`config.mk`:
```
export PLATFORM = sky130hd
export DESIGN_NAME = ubx_frame_parser_flat
export DESIGN_NICKNAME = d
export VERILOG_FILES = /design/src/hdl/ubxfp_pkg.sv /design/src/hdl/ubxfp_if.sv /design/src/hdl/ubx_frame_parser.sv /design/src/hdl/ubxfp_parse.sv /design/src/hdl/ubxfp_out_buf.sv /design/src/flat_wrapper.sv
export VERILOG_INCLUDE_DIRS = /design/src /design/src/hdl
export SDC_FILE = /design/constraint.sdc
export NUM_CORES = 1
export LEC_CHECK = 0
export CAP_MARGIN = 0
export CORE_AREA = 3 3 153 185
export DETAILED_ROUTE_END_ITERATION = 6
export DIE_AREA = 0 0 156 188
export DONT_BUFFER_PORTS = 1
export GPL_ROUTABILITY_DRIVEN = 1
export HOLD_SLACK_MARGIN = 0.1
export SETUP_SLACK_MARGIN = 0.05
export SYNTH_ARGS = -nofsm -noshare
export SYNTH_HDL_FRONTEND = slang
export SYNTH_SLANG_ARGS = --single-unit
```
`constraint.sdc`:
```
create_clock -name clk -period 18.1 [get_ports clk]
set_clock_uncertainty 0.15 [all_clocks]
set_input_delay 3.62 -clock clk [delete_from_list [all_inputs] [get_ports clk]]
set_output_delay 3.62 -clock clk [all_outputs]
set_load 0.05 [all_outputs]
```
`src/hdl/ubx_frame_parser_assert.svh`:
```
// ----------------------------------------------------------------------------
// ubx_frame_parser_assert.svh
// Assertion macros shared by the frame parser modules; empty in synthesis.
// ----------------------------------------------------------------------------
`ifndef UBX_FRAME_PARSER_ASSERT_SVH
`define UBX_FRAME_PARSER_ASSERT_SVH

`ifndef SYNTHESIS

// condition must hold at every edge outside reset
`define UBXFP_ASSERT_ALWAYS(label, clk, rst, cond) \
  label: assert property (@(posedge clk) disable iff (rst) (cond)) \
    else $error("assertion failed");

// antecedent implies consequent in the same cycle
`define UBXFP_ASSERT_IMPLIES(label, clk, rst, ante, cons) \
  label: assert property (@(posedge clk) disable iff (rst) (ante) |-> (cons)) \
    else $error("assertion failed");

// antecedent implies consequent in the next cycle
`define UBXFP_ASSERT_NEXT(label, clk, rst, ante, cons) \
  label: assert property (@(posedge clk) disable iff (rst) (ante) |=> (cons)) \
    else $error("assertion failed");

`else

`define UBXFP_ASSERT_ALWAYS(label, clk, rst, cond)
`define UBXFP_ASSERT_IMPLIES(label, clk, rst, ante, cons)
`define UBXFP_ASSERT_NEXT(label, clk, rst, ante, cons)

`endif

`endif

```
`src/hdl/ubxfp_pkg.sv`:
```
`timescale 1ns / 1ps
// ----------------------------------------------------------------------------
// ubxfp_pkg
// Shared constants and the result type of the frame parser.
// ----------------------------------------------------------------------------
package ubxfp_pkg;

  // sync pair that opens every frame
  localparam logic [7:0] SYNC_FIRST  = 8'hB5;
  localparam logic [7:0] SYNC_SECOND = 8'h62;

  // result kinds
  localparam logic [1:0] KIND_PASS    = 2'd0;
  localparam logic [1:0] KIND_PAYLOAD = 2'd1;
  localparam logic [1:0] KIND_END     = 2'd2;

  typedef struct packed {
    logic [1:0]  result_kind;
    logic [7:0]  data_byte;
    logic [7:0]  msg_class;
    logic [7:0]  msg_id;
    logic [15:0] byte_index;
    logic [15:0] frame_length;
    logic        checksum_ok;
    logic [15:0] received_checksum;
    logic [15:0] computed_checksum;
    logic        last_of_frame;
  } result_t;

endpackage

```
`src/hdl/ubxfp_if.sv`:
```
`timescale 1ns / 1ps
// ----------------------------------------------------------------------------
// ubxfp_if
// Valid/ready channels for received bytes and for parser results.
// ----------------------------------------------------------------------------
interface ubxfp_byte_if;
  logic       valid;
  logic       ready;
  logic [7:0] rx_byte;

  modport source (output valid, output rx_byte, input ready);
  modport sink   (input valid, input rx_byte, output ready);
endinterface

interface ubxfp_result_if;
  logic        valid;
  logic        ready;
  logic [1:0]  result_kind;
  logic [7:0]  data_byte;
  logic [7:0]  msg_class;
  logic [7:0]  msg_id;
  logic [15:0] byte_index;
  logic [15:0] frame_length;
  logic        checksum_ok;
  logic [15:0] received_checksum;
  logic [15:0] computed_checksum;
  logic        last_of_frame;

  modport source (
    output valid, output result_kind, output data_byte, output msg_class,
    output msg_id, output byte_index, output frame_length, output checksum_ok,
    output received_checksum, output computed_checksum, output last_of_frame,
    input ready
  );
  modport sink (
    input valid, input result_kind, input data_byte, input msg_class,
    input msg_id, input byte_index, input frame_length, input checksum_ok,
    input received_checksum, input computed_checksum, input last_of_frame,
    output ready
  );
endinterface

```
`src/hdl/ubx_frame_parser.sv`:
```
`timescale 1ns / 1ps
// ----------------------------------------------------------------------------
// ubx_frame_parser
// Byte-stream frame parser with Fletcher-8 checksum check.
// ----------------------------------------------------------------------------
// Takes one received byte per beat and picks out frames opened by 0xB5 0x62.
// Bytes outside a frame come back out as passthrough results; sync, header
// and CK_A bytes give none; each payload byte comes out with its index,
// class, id and length; after CK_B one frame-end result carries both
// checksums and a match flag (bad frames are flagged, not dropped). A byte
// is taken every cycle: it sits in the input register while the
// phase logic and sums update, and its result then waits in a two-entry
// buffer, so a stalled output stops input only once that buffer is full.
// ----------------------------------------------------------------------------
module ubx_frame_parser (
  input  logic       clk,
  input  logic       rst,
  ubxfp_byte_if.sink     rx,
  ubxfp_result_if.source result
);

  logic               space;
  logic               push;
  ubxfp_pkg::result_t push_data;
  ubxfp_pkg::result_t out_data;

  // phase tracking and result build
  ubxfp_parse u_parse (
    .clk      (clk),
    .rst      (rst),
    .in_valid (rx.valid),
    .in_ready (rx.ready),
    .in_byte  (rx.rx_byte),
    .space    (space),
    .push     (push),
    .res      (push_data)
  );

  // result buffer
  ubxfp_out_buf u_out_buf (
    .clk       (clk),
    .rst       (rst),
    .push      (push),
    .push_data (push_data),
    .space     (space),
    .out_valid (result.valid),
    .out_ready (result.ready),
    .out_data  (out_data)
  );

  // result fields onto the channel
  assign result.result_kind       = out_data.result_kind;
  assign result.data_byte         = out_data.data_byte;
  assign result.msg_class         = out_data.msg_class;
  assign result.msg_id            = out_data.msg_id;
  assign result.byte_index        = out_data.byte_index;
  assign result.frame_length      = out_data.frame_length;
  assign result.checksum_ok       = out_data.checksum_ok;
  assign result.received_checksum = out_data.received_checksum;
  assign result.computed_checksum = out_data.computed_checksum;
  assign result.last_of_frame     = out_data.last_of_frame;

endmodule

```
`src/hdl/ubxfp_parse.sv`:
```
`timescale 1ns / 1ps
// ----------------------------------------------------------------------------
// ubxfp_parse
// Input byte register, frame phase tracking and Fletcher sums; builds one
// result per byte where the byte calls for one.
// ----------------------------------------------------------------------------
`include "ubx_frame_parser_assert.svh"

module ubxfp_parse (
  input  logic              clk,
  input  logic              rst,
  input  logic              in_valid,
  output logic              in_ready,
  input  logic [7:0]        in_byte,
  input  logic              space,
  output logic              push,
  output ubxfp_pkg::result_t res
);

  // frame phase codes
  localparam logic [3:0] PH_HUNT    = 4'd0;
  localparam logic [3:0] PH_SYNC2   = 4'd1;
  localparam logic [3:0] PH_CLASS   = 4'd2;
  localparam logic [3:0] PH_ID      = 4'd3;
  localparam logic [3:0] PH_LEN_LO  = 4'd4;
  localparam logic [3:0] PH_LEN_HI  = 4'd5;
  localparam logic [3:0] PH_PAYLOAD = 4'd6;
  localparam logic [3:0] PH_CK_A    = 4'd7;
  localparam logic [3:0] PH_CK_B    = 4'd8;

  logic        held_valid;
  logic [7:0]  held_byte;
  logic [3:0]  phase, phase_next;
  logic [7:0]  class_reg, class_reg_next;
  logic [7:0]  id_reg, id_reg_next;
  logic [15:0] length_reg, length_reg_next;
  logic [15:0] payload_count, payload_count_next;
  logic [7:0]  sum_a, sum_a_next;
  logic [7:0]  sum_b, sum_b_next;
  logic [7:0]  first_check_byte, first_check_byte_next;
  logic        has_result;
  logic        advance;
  logic [15:0] count_inc;
  logic [15:0] rx_sum;
  logic [15:0] calc_sum;
  logic [7:0]  fl_a;
  logic [7:0]  fl_b;

  assign advance  = held_valid && (!has_result || space);
  assign in_ready = !held_valid || advance;
  assign push     = advance && has_result;

  // input byte register
  always_ff @(posedge clk) begin
    if (rst) begin
      held_valid <= 1'b0;
    end else if (in_ready) begin
      held_valid <= in_valid;
    end
    if (in_ready && in_valid) begin
      held_byte <= in_byte;
    end
  end

  // running sums and derived values
  assign fl_a      = sum_a + held_byte;
  assign fl_b      = sum_b + fl_a;
  assign count_inc = payload_count + 16'd1;
  assign rx_sum    = {held_byte, first_check_byte};
  assign calc_sum  = {sum_b, sum_a};

  // phase decode and result build
  always_comb begin
    phase_next            = phase;
    class_reg_next        = class_reg;
    id_reg_next           = id_reg;
    length_reg_next       = length_reg;
    payload_count_next    = payload_count;
    sum_a_next            = sum_a;
    sum_b_next            = sum_b;
    first_check_byte_next = first_check_byte;
    has_result            = 1'b0;
    res                   = '0;
    unique case (phase)
      PH_SYNC2: begin
        if (held_byte == ubxfp_pkg::SYNC_SECOND) begin
          phase_next = PH_CLASS;
        end else if (held_byte == ubxfp_pkg::SYNC_FIRST) begin
          phase_next = PH_SYNC2;
        end else begin
          phase_next      = PH_HUNT;
          has_result      = 1'b1;
          res.result_kind = ubxfp_pkg::KIND_PASS;
          res.data_byte   = held_byte;
        end
      end
      PH_CLASS: begin
        class_reg_next = held_byte;
        sum_a_next     = held_byte;
        sum_b_next     = held_byte;
        phase_next     = PH_ID;
      end
      PH_ID: begin
        id_reg_next = held_byte;
        sum_a_next  = fl_a;
        sum_b_next  = fl_b;
        phase_next  = PH_LEN_LO;
      end
      PH_LEN_LO: begin
        length_reg_next = {8'h00, held_byte};
        sum_a_next      = fl_a;
        sum_b_next      = fl_b;
        phase_next      = PH_LEN_HI;
      end
      PH_LEN_HI: begin
        length_reg_next    = {held_byte, length_reg[7:0]};
        sum_a_next         = fl_a;
        sum_b_next         = fl_b;
        payload_count_next = '0;
        phase_next = ({held_byte, length_reg[7:0]} == 16'd0) ? PH_CK_A : PH_PAYLOAD;
      end
      PH_PAYLOAD: begin
        sum_a_next         = fl_a;
        sum_b_next         = fl_b;
        payload_count_next = count_inc;
        has_result         = 1'b1;
        res.result_kind    = ubxfp_pkg::KIND_PAYLOAD;
        res.data_byte      = held_byte;
        res.msg_class      = class_reg;
        res.msg_id         = id_reg;
        res.byte_index     = payload_count;
        res.frame_length   = length_reg;
        if (count_inc == length_reg) begin
          res.last_of_frame = 1'b1;
          phase_next        = PH_CK_A;
        end
      end
      PH_CK_A: begin
        first_check_byte_next = held_byte;
        phase_next            = PH_CK_B;
      end
      PH_CK_B: begin
        has_result            = 1'b1;
        res.result_kind       = ubxfp_pkg::KIND_END;
        res.msg_class         = class_reg;
        res.msg_id            = id_reg;
        res.frame_length      = length_reg;
        res.checksum_ok       = (rx_sum == calc_sum);
        res.received_checksum = rx_sum;
        res.computed_checksum = calc_sum;
        phase_next            = PH_HUNT;
      end
      default: begin
        // hunting, and any code never entered
        if (held_byte == ubxfp_pkg::SYNC_FIRST) begin
          phase_next = PH_SYNC2;
        end else begin
          phase_next      = PH_HUNT;
          has_result      = 1'b1;
          res.result_kind = ubxfp_pkg::KIND_PASS;
          res.data_byte   = held_byte;
        end
      end
    endcase
  end

  // frame state, updated when the held byte moves on
  always_ff @(posedge clk) begin
    if (rst) begin
      phase            <= PH_HUNT;
      class_reg        <= '0;
      id_reg           <= '0;
      length_reg       <= '0;
      payload_count    <= '0;
      sum_a            <= '0;
      sum_b            <= '0;
      first_check_byte <= '0;
    end else if (advance) begin
      phase            <= phase_next;
      class_reg        <= class_reg_next;
      id_reg           <= id_reg_next;
      length_reg       <= length_reg_next;
      payload_count    <= payload_count_next;
      sum_a            <= sum_a_next;
      sum_b            <= sum_b_next;
      first_check_byte <= first_check_byte_next;
    end
  end

  // payload phase only with a nonzero length and the count still short of it
  `UBXFP_ASSERT_IMPLIES(a_payload_len, clk, rst, phase == PH_PAYLOAD, length_reg != 16'd0)
  `UBXFP_ASSERT_IMPLIES(a_payload_cnt, clk, rst, phase == PH_PAYLOAD, payload_count < length_reg)
  // a stalled byte stays put in the input register
  `UBXFP_ASSERT_NEXT(a_hold_byte, clk, rst, held_valid && !advance, held_valid && $stable(held_byte))

endmodule

```
`src/hdl/ubxfp_out_buf.sv`:
```
`timescale 1ns / 1ps
// ----------------------------------------------------------------------------
// ubxfp_out_buf
// Two-entry result buffer; decouples the parser from output back-pressure.
// ----------------------------------------------------------------------------
`include "ubx_frame_parser_assert.svh"

module ubxfp_out_buf (
  input  logic               clk,
  input  logic               rst,
  input  logic               push,
  input  ubxfp_pkg::result_t push_data,
  output logic               space,
  output logic               out_valid,
  input  logic               out_ready,
  output ubxfp_pkg::result_t out_data
);

  ubxfp_pkg::result_t entries [2];
  logic       wr_ptr;
  logic       rd_ptr;
  logic [1:0] count;
  logic       pop;

  assign space     = (count != 2'd2);
  assign out_valid = (count != 2'd0);
  assign out_data  = entries[rd_ptr];
  assign pop       = out_valid && out_ready;

  // entry storage
  always_ff @(posedge clk) begin
    if (push) begin
      entries[wr_ptr] <= push_data;
    end
  end

  // pointers and fill count
  always_ff @(posedge clk) begin
    if (rst) begin
      wr_ptr <= 1'b0;
      rd_ptr <= 1'b0;
      count  <= 2'd0;
    end else begin
      if (push) begin
        wr_ptr <= ~wr_ptr;
      end
      if (pop) begin
        rd_ptr <= ~rd_ptr;
      end
      count <= count + {1'b0, push} - {1'b0, pop};
    end
  end

  `UBXFP_ASSERT_ALWAYS(a_count_max, clk, rst, count <= 2'd2)
  `UBXFP_ASSERT_IMPLIES(a_no_overfill, clk, rst, push, count != 2'd2)

endmodule

```
`src/flat_wrapper.sv`:
```
// flat-port wrapper written by rule: the top's interface ports become plain ports
module ubx_frame_parser_flat 
  (clk, rst, rx_valid, rx_rx_byte, rx_ready, result_valid, result_result_kind, result_data_byte, result_msg_class, result_msg_id, result_byte_index, result_frame_length, result_checksum_ok, result_received_checksum, result_computed_checksum, result_last_of_frame, result_ready);
  ubxfp_byte_if rx_i ();
  ubxfp_result_if result_i ();
  input  logic clk;
  input  logic rst;
  input wire logic [$bits(rx_i.valid)-1:0] rx_valid;
  input wire logic [$bits(rx_i.rx_byte)-1:0] rx_rx_byte;
  output wire logic [$bits(rx_i.ready)-1:0] rx_ready;
  output wire logic [$bits(result_i.valid)-1:0] result_valid;
  output wire logic [$bits(result_i.result_kind)-1:0] result_result_kind;
  output wire logic [$bits(result_i.data_byte)-1:0] result_data_byte;
  output wire logic [$bits(result_i.msg_class)-1:0] result_msg_class;
  output wire logic [$bits(result_i.msg_id)-1:0] result_msg_id;
  output wire logic [$bits(result_i.byte_index)-1:0] result_byte_index;
  output wire logic [$bits(result_i.frame_length)-1:0] result_frame_length;
  output wire logic [$bits(result_i.checksum_ok)-1:0] result_checksum_ok;
  output wire logic [$bits(result_i.received_checksum)-1:0] result_received_checksum;
  output wire logic [$bits(result_i.computed_checksum)-1:0] result_computed_checksum;
  output wire logic [$bits(result_i.last_of_frame)-1:0] result_last_of_frame;
  input wire logic [$bits(result_i.ready)-1:0] result_ready;
  assign rx_i.valid = rx_valid;
  assign rx_i.rx_byte = rx_rx_byte;
  assign rx_ready = rx_i.ready;
  assign result_valid = result_i.valid;
  assign result_result_kind = result_i.result_kind;
  assign result_data_byte = result_i.data_byte;
  assign result_msg_class = result_i.msg_class;
  assign result_msg_id = result_i.msg_id;
  assign result_byte_index = result_i.byte_index;
  assign result_frame_length = result_i.frame_length;
  assign result_checksum_ok = result_i.checksum_ok;
  assign result_received_checksum = result_i.received_checksum;
  assign result_computed_checksum = result_i.computed_checksum;
  assign result_last_of_frame = result_i.last_of_frame;
  assign result_i.ready = result_ready;
  ubx_frame_parser u_core (.clk(clk), .rst(rst), .rx(rx_i), .result(result_i));
endmodule
```
Word-level counts from Yosys, hierarchy flattened

Memory sizes are Yosys's and may differ from the RTL's. A register that Yosys moved wholly into a read port is not among the register bits.
Cells that the tools add are included.

Output and inout bits: 94
Latch bits: 0
RAM bits: 184
Memory bits (read-only): 0
Memories kept: 1
Bits in registers: 89
Word-level logic and storage cells: 88
Input port bits: 12

Multiply operators: 0
Div/mod/pow operators: 0
Reduce and logical (&&, ||, !) cells: 25
Mux-type cells: 26
Bitwise gates (word level): 3
Equal/unequal tests: 14
Order comparisons: 0
Shifts and indexed selects: 0
Add/subtract/negate cells: 5

Memory list:

| name                     | depth | bits a word | read ports | clocked after Yosys merged registers in | wr ports | RTL line            | RTL |
|---|---|---|---|---|---|---|---|
| u_core.u_out_buf.entries | 2     | 92          | 1          | 1                                       | 1        | ubxfp_out_buf.sv:19 | `ubxfp_pkg::result_t entries [2];` |

Operator list:

| cell                  | count |
|---|---|
| $pmux 16 s2           | 2 |
| $mux 16               | 3 |
| $mux 33               | 1 |
| $eq 16x16->1          | 2 |
| $pmux 4 s8            | 1 |
| $pmux 8 s2            | 2 |
| $pmux 8 s3            | 1 |
| $add 16x1->16 const B | 1 |
| $add 8x8->8           | 2 |
| $eq 4x3->1 const B    | 4 |
| $logic_not 16->1      | 1 |
| $mux 8                | 2 |
| $reduce_and 2->1      | 7 |
| $mux 1                | 10 |
| $eq 4x2->1 const B    | 2 |
| $eq 8x7->1 const B    | 1 |
| $eq 8x8->1 const B    | 1 |
| $mux 4                | 2 |
| $pmux 2 s4            | 1 |
| $reduce_bool 2->1     | 4 |
| $reduce_or 6->1       | 1 |
| $reduce_or 5->1       | 1 |
| $eq 4x1->1 const B    | 1 |
| $eq 4x4->1 const B    | 1 |
| other kinds (11)      | 19 |

Logic depth before layout (Yosys ltp)

Depth in word-level cells: 10
Mapped depth: 13
Mapped depth without buffers: 13

Cells and area by module

A second synthesis with hierarchy kept.

Cell total of the unflattened synthesis: 979
Area, all modules: 12746.0 sq um

Modules (own cells, without submodules):

| module        | seq. area each (sq um) | area each (sq um) | cells each | instances |
|---|---|---|---|---|
| ubxfp_out_buf | 5625.4                 | 7278.2            | 309        | 1 |
| ubxfp_parse   | 1781.7                 | 5467.7            | 670        | 1 |

Least setup slack after synthesis

Ideal clock, no wire load.

Kind: reg-to-reg
Start: reg u_core.u_parse.phase[3]
End: mem u_core.u_out_buf.entries[0][0] in the netlist's numbering, enable pin
Clock period less this slack: 6.147 ns
Data required time: 17.396 ns
Cell stages (with the launch flop): 6
Setup time: 0.554 ns
Path buffers: 0
Arrival time: 5.442 ns
Path slack: 11.953 ns
Cells stage by stage: dfxtp_1 or3b_2 a21oi_2 a21o_1 and3_1 nor2b_1

Word-level cells in the longest chain between the ends: 9
Elaborated cells on any way between the ends: 17
Classes of those cells: 8 x eq/ne; 3 x mux; 6 x reduce/logical

RTL lines:

| item                                                                | RTL line            | RTL |
|---|---|---|
| from (decl)                                                         | ubxfp_parse.sv:33   | `logic [3:0] phase, phase_next;` |
| from (signal assigned)                                              | ubxfp_parse.sv:179  | `phase <= phase_next;` |
| $eq 4x3->1, or another cell as far along                            | ubxfp_parse.sv:84   | `unique case (phase)` |
| $reduce_or 5->1 (no line) / $reduce_or 2->1 (equally long branches) | -                   |  |
| $pmux 1 s3 *                                                        | ubxfp_parse.sv:84   |  |
| $logic_not 1->1                                                     | ubxfp_parse.sv:49   | `assign advance = held_valid && (!has_result \|\| space);` |
| $logic_or 1x1->1                                                    | ubxfp_parse.sv:49   |  |
| $logic_and 1x1->1                                                   | ubxfp_parse.sv:49   |  |
| $logic_and 1x1->1 *                                                 | ubxfp_parse.sv:51   | `assign push = advance && has_result;` |
| $mux 1 *                                                            | ubxfp_out_buf.sv:32 | `if (push) begin` |
| $mux 1 (not written as such) *                                      | ubxfp_out_buf.sv:33 | `entries[wr_ptr] <= push_data;` |
| to (decl)                                                           | ubxfp_out_buf.sv:19 |  |

Mark *: on every way between the ends. The rest lies on a longest branch, timed or not.

Worst setup path after layout

Start: reg u_core.u_parse.held_byte[4]
End: out rx_ready

Word-level cells in the longest chain between the ends: 8
Elaborated cells on any way between the ends: 9
Classes of those cells: 2 x eq/ne; 3 x mux; 4 x reduce/logical

RTL lines:

| item                   | RTL line                              | RTL |
|---|---|---|
| from (decl)            | ubxfp_parse.sv:32                     | `logic [7:0] held_byte;` |
| from (signal assigned) | ubxfp_parse.sv:61                     | `held_byte <= in_byte;` |
| $eq 8x8->1             | ubxfp_parse.sv:88, ubxfp_parse.sv:155 |  |
| $mux 1                 | ubxfp_parse.sv:88, ubxfp_parse.sv:155 |  |
| $mux 1                 | ubxfp_parse.sv:86                     | `if (held_byte == ubxfp_pkg::SYNC_SECOND) begin` |
| $pmux 1 s3 *           | ubxfp_parse.sv:84                     |  |
| $logic_not 1->1 *      | ubxfp_parse.sv:49                     |  |
| $logic_or 1x1->1 *     | ubxfp_parse.sv:49                     |  |
| $logic_and 1x1->1 *    | ubxfp_parse.sv:49                     |  |
| $logic_or 1x1->1 *     | ubxfp_parse.sv:50                     | `assign in_ready = !held_valid \|\| advance;` |
| to (decl)              | flat_wrapper.sv:10                    | `output wire logic [$bits(rx_i.ready)-1:0] rx_ready;` |

Marks and branches as above.

==> results.sh <==
export IMPL_initial_core_util=0.463
export IMPL_clkTransAtPathRegs_ns=0.06
export IMPL_fmax_mhz=149
export IMPL_p_per_area_nw_per_um2=121
export IMPL_relSlewSlack=0.322
export IMPL_ir_drop_mv=0.0584
export IMPL_wl_per_cell_um=19.7
export IMPL_largest_reg_flops=184
export IMPL_synthFlopType="edfxtp_1"
export IMPL_die_area_um2=29300
export IMPL_ys_ff_latch=274
export IMPL_multiInputGateArea_um2=4720
export IMPL_rr_endpoint="u_core.u_out_buf.entries[0][46]"
export IMPL_fin_crit_ns=6.71
export IMPL_grt_pass1_vias=7395
export IMPL_die_y_um=188
export IMPL_globalplace_congestion=0.884
export IMPL_cts_made_buffers=28
export IMPL_antenna_found_initial=5
export IMPL_synth_edf_count=192
export IMPL_p_leak_nw=4.86
export IMPL_grt_max_degree=84
export IMPL_cts_resized=0
export IMPL_dieWidth_um=156
export IMPL_slew_violations=0
export IMPL_syn2layout_area_growth_pct=9.37
export IMPL_timing_final_ws_setup_ns=11.39
export IMPL_fin_crit_sh=0.371
export IMPL_cts_tree="yes"
export IMPL_rsz0062_at_grt="no"
export IMPL_viasPerCell=5.50
export IMPL_path_class="reg -> out"
export IMPL_cp_arrival_ns=2.94
export IMPL_grt_pass1_wl_mm=41.8
export IMPL_dp_hpwl_mm=17.6
export IMPL_clock_latency_ns=0.53
export IMPL_synth_distinct_cells=62
export IMPL_crit_fanout=12
export IMPL_cts_htree_levels=1
export IMPL_drt_iter0_drc=516
export IMPL_cp_start_kind="flip-flop"
export IMPL_endpoint_kind="primary output"
export IMPL_synth_seq_area_share=0.596
export IMPL_dpl_cell_area_um2=12700
export IMPL_r2r_cells=6
export IMPL_min_from="u_core.u_parse.id_reg[6]"
export IMPL_avgSynthCellArea_um2=12.3
export IMPL_rows=66
export IMPL_maxCapViolCount=0
export IMPL_syn_nets=1039
export IMPL_synthArstFlopShare=0
export IMPL_clockBufferDepth=3
export IMPL_gr_total_overflow=0
export IMPL_core_area_um2=26800
export IMPL_firstDrtPassIters=5
export IMPL_clock_root_buffer="clkbuf_16"
export IMPL_hp_class="reg -> reg"
export IMPL_worst_pin_slew_ns=1.01
export IMPL_num_vias=7404
export IMPL_drtAntennaViolNets=0
export IMPL_final_hold_violation_count=0
export IMPL_syn_area_um2=12400
export IMPL_fin_area_um2=13600
export IMPL_routed_wl_mm=26.6
export IMPL_synthCells=1007
export IMPL_clkSinkCount=274
export IMPL_final_nets=1015
export IMPL_total_power_mw=1.64
export IMPL_io_buffers=0
export IMPL_drc_errors=0
export IMPL_ios=106
export IMPL_yosys_warnings=0
export IMPL_r2r_start="u_core.u_parse.phase[3]"
export IMPL_post_cts_setup_buffer_count=0
export IMPL_cts_hold_buffers=0
export IMPL_rrSetupSlack_ns=14.14
export IMPL_fill_cells=2325
export IMPL_whs_endpoint="u_core.u_parse.id_reg[6]"
export IMPL_seqCellArea_um2=7410
export IMPL_status="complete, no violations"
export IMPL_pre_cts_slack_ns=11.95
export IMPL_min_path_cells=2
export IMPL_grt_usage=0.179
export IMPL_setup_viol=0
export IMPL_post_route_cells_drive_above_1_share=0.150
export IMPL_required_ns=14.33
export IMPL_tns_ns=0
how the worst max path moves through the flow:
stage                     slack [ns]                             end                        start  cells past startpoint
after floorplan                11.95  u_core.u_out_buf.entries[0][0]      u_core.u_parse.phase[3]                      5
after global placement         11.96                        rx_ready  u_core.u_parse.held_byte[4]                      6
after detailed placement       11.95                        rx_ready  u_core.u_parse.held_byte[4]                      6
after CTS                      11.37                        rx_ready  u_core.u_parse.held_byte[4]                      6
after global routing           11.27                        rx_ready  u_core.u_parse.held_byte[4]                      6
final                          11.39                        rx_ready  u_core.u_parse.held_byte[4]                      6
worst max-delay path: stages, from the launching register on:
cell,delay (ns)
edfxtp_1,0.68
nor4_4,0.43
a21boi_2,0.11
or3_1,0.40
a21o_1,0.20
and3_1,0.19
inv_1,0.40
report_power, final:
group | leakage, nW | switching, mW | internal [mW]
Combinational | 1.96 | 0.260 | 0.0777
Sequential | 2.46 | 0.0295 | 0.708
Clock | 0.442 | 0.224 | 0.343
Total | 4.86 | 0.514 | 1.13
layout by cell type (no fill, tap or decap), types with 6 or more instances in the layout:
| cell | Yosys | layout |
|---|---|---|
| edfxtp_1 | 192 | 192 |
| mux2_2 | 92 | 92 |
| and2_1 | 89 | 88 |
| nor2_1 | 87 | 87 |
| dfxtp_1 | 82 | 81 |
| a21oi_1 | 46 | 46 |
| nand2_1 | 37 | 37 |
| mux2i_1 | 35 | 35 |
| xor2_1 | 32 | 32 |
| clkbuf_16 | 0 | 29 |
| nand3_1 | 28 | 28 |
| o21ai_0 | 24 | 24 |
| xnor2_1 | 21 | 21 |
| ha_1 | 18 | 18 |
| inv_1 | 15 | 15 |
| nand2b_1 | 14 | 14 |
| nor3_1 | 10 | 10 |
| nand4_1 | 10 | 10 |
| or3_1 | 10 | 10 |
| clkbuf_1 | 41 | 10 |
| and3_1 | 9 | 9 |
| nor4_1 | 10 | 9 |
| a21o_1 | 8 | 8 |
| a211oi_1 | 8 | 8 |
| a311oi_1 | 8 | 8 |
| buf_4 | 3 | 8 |
| or4_1 | 6 | 6 |
Yosys cell counts (8+ instances only):
cell type	instances	area [um2]
nor2_1	87	327
and3_1	9	56.3
o21ai_0	24	120
a311oi_1	8	70.1
mux2i_1	35	350
nand2b_1	14	87.6
clkbuf_1	41	154
xor2_1	32	280
a21oi_1	46	230
nand3_1	28	140
nand2_1	37	139
buf_2	16	80.1
a211oi_1	8	60.1
nand4_1	10	62.6
ha_1	18	225
nor4_1	10	62.6
nor3_1	10	50.1
inv_1	15	56.3
or3_1	10	62.6
a21o_1	8	60.1
and2_1	89	557
edfxtp_1	192	5770
dfxtp_1	82	1640
mux2_2	92	1040
xnor2_1	21	184
per-layer routing:
layer | track usage | wire length (um)
met1 | 0.243 | 12100
met2 | 0.285 | 12200
met5 | 0 | 57
met4 | 0.0554 | 694
met3 | 0.0448 | 1610
area by class of cell:
class                      instances  share of cell area
timing repair buffer               8             0.00442
multi-input combinational        656               0.347
inverter                          15             0.00414
tap                              340              0.0313
antenna                            1            0.000184
sequential                       274               0.545
clock inverter                    11             0.00911
clock buffer                      41              0.0582
per-stage QoR:
| stage | hold slack (ns) | cells | util |
|---|---|---|---|
| 2_1_floorplan | 0.302 | 1007 | - |
| 3_3_place_gp | 0.327 | 1293 | 0.472 |
| 3_5_place_dp | 0.328 | 1293 | 0.472 |
| 4_1_cts | 0.344 | 1345 | 0.506 |
| 5_1_grt | 0.381 | 1345 | 0.506 |
| 6_report | 0.342 | 1346 | 0.506 |
kinds of logic (layout without fill, tap and decap cells):
logic type / after synthesis / after routing / synth area share
AOI/OAI and AO/OA: 120 / 120 / 0.0603
xor gates and xnor gates: 54 / 54 / 0.0393
adders and majority gates: 20 / 20 / 0.0213
buffers and inverters: 77 / 75 / 0.0258
DFF: 274 / 274 / 0.596
muxes: 127 / 127 / 0.112
other: 0 / 1 / 0
and+or+nand+nor: 335 / 335 / 0.146
Power figures use the tool's default switching activity.
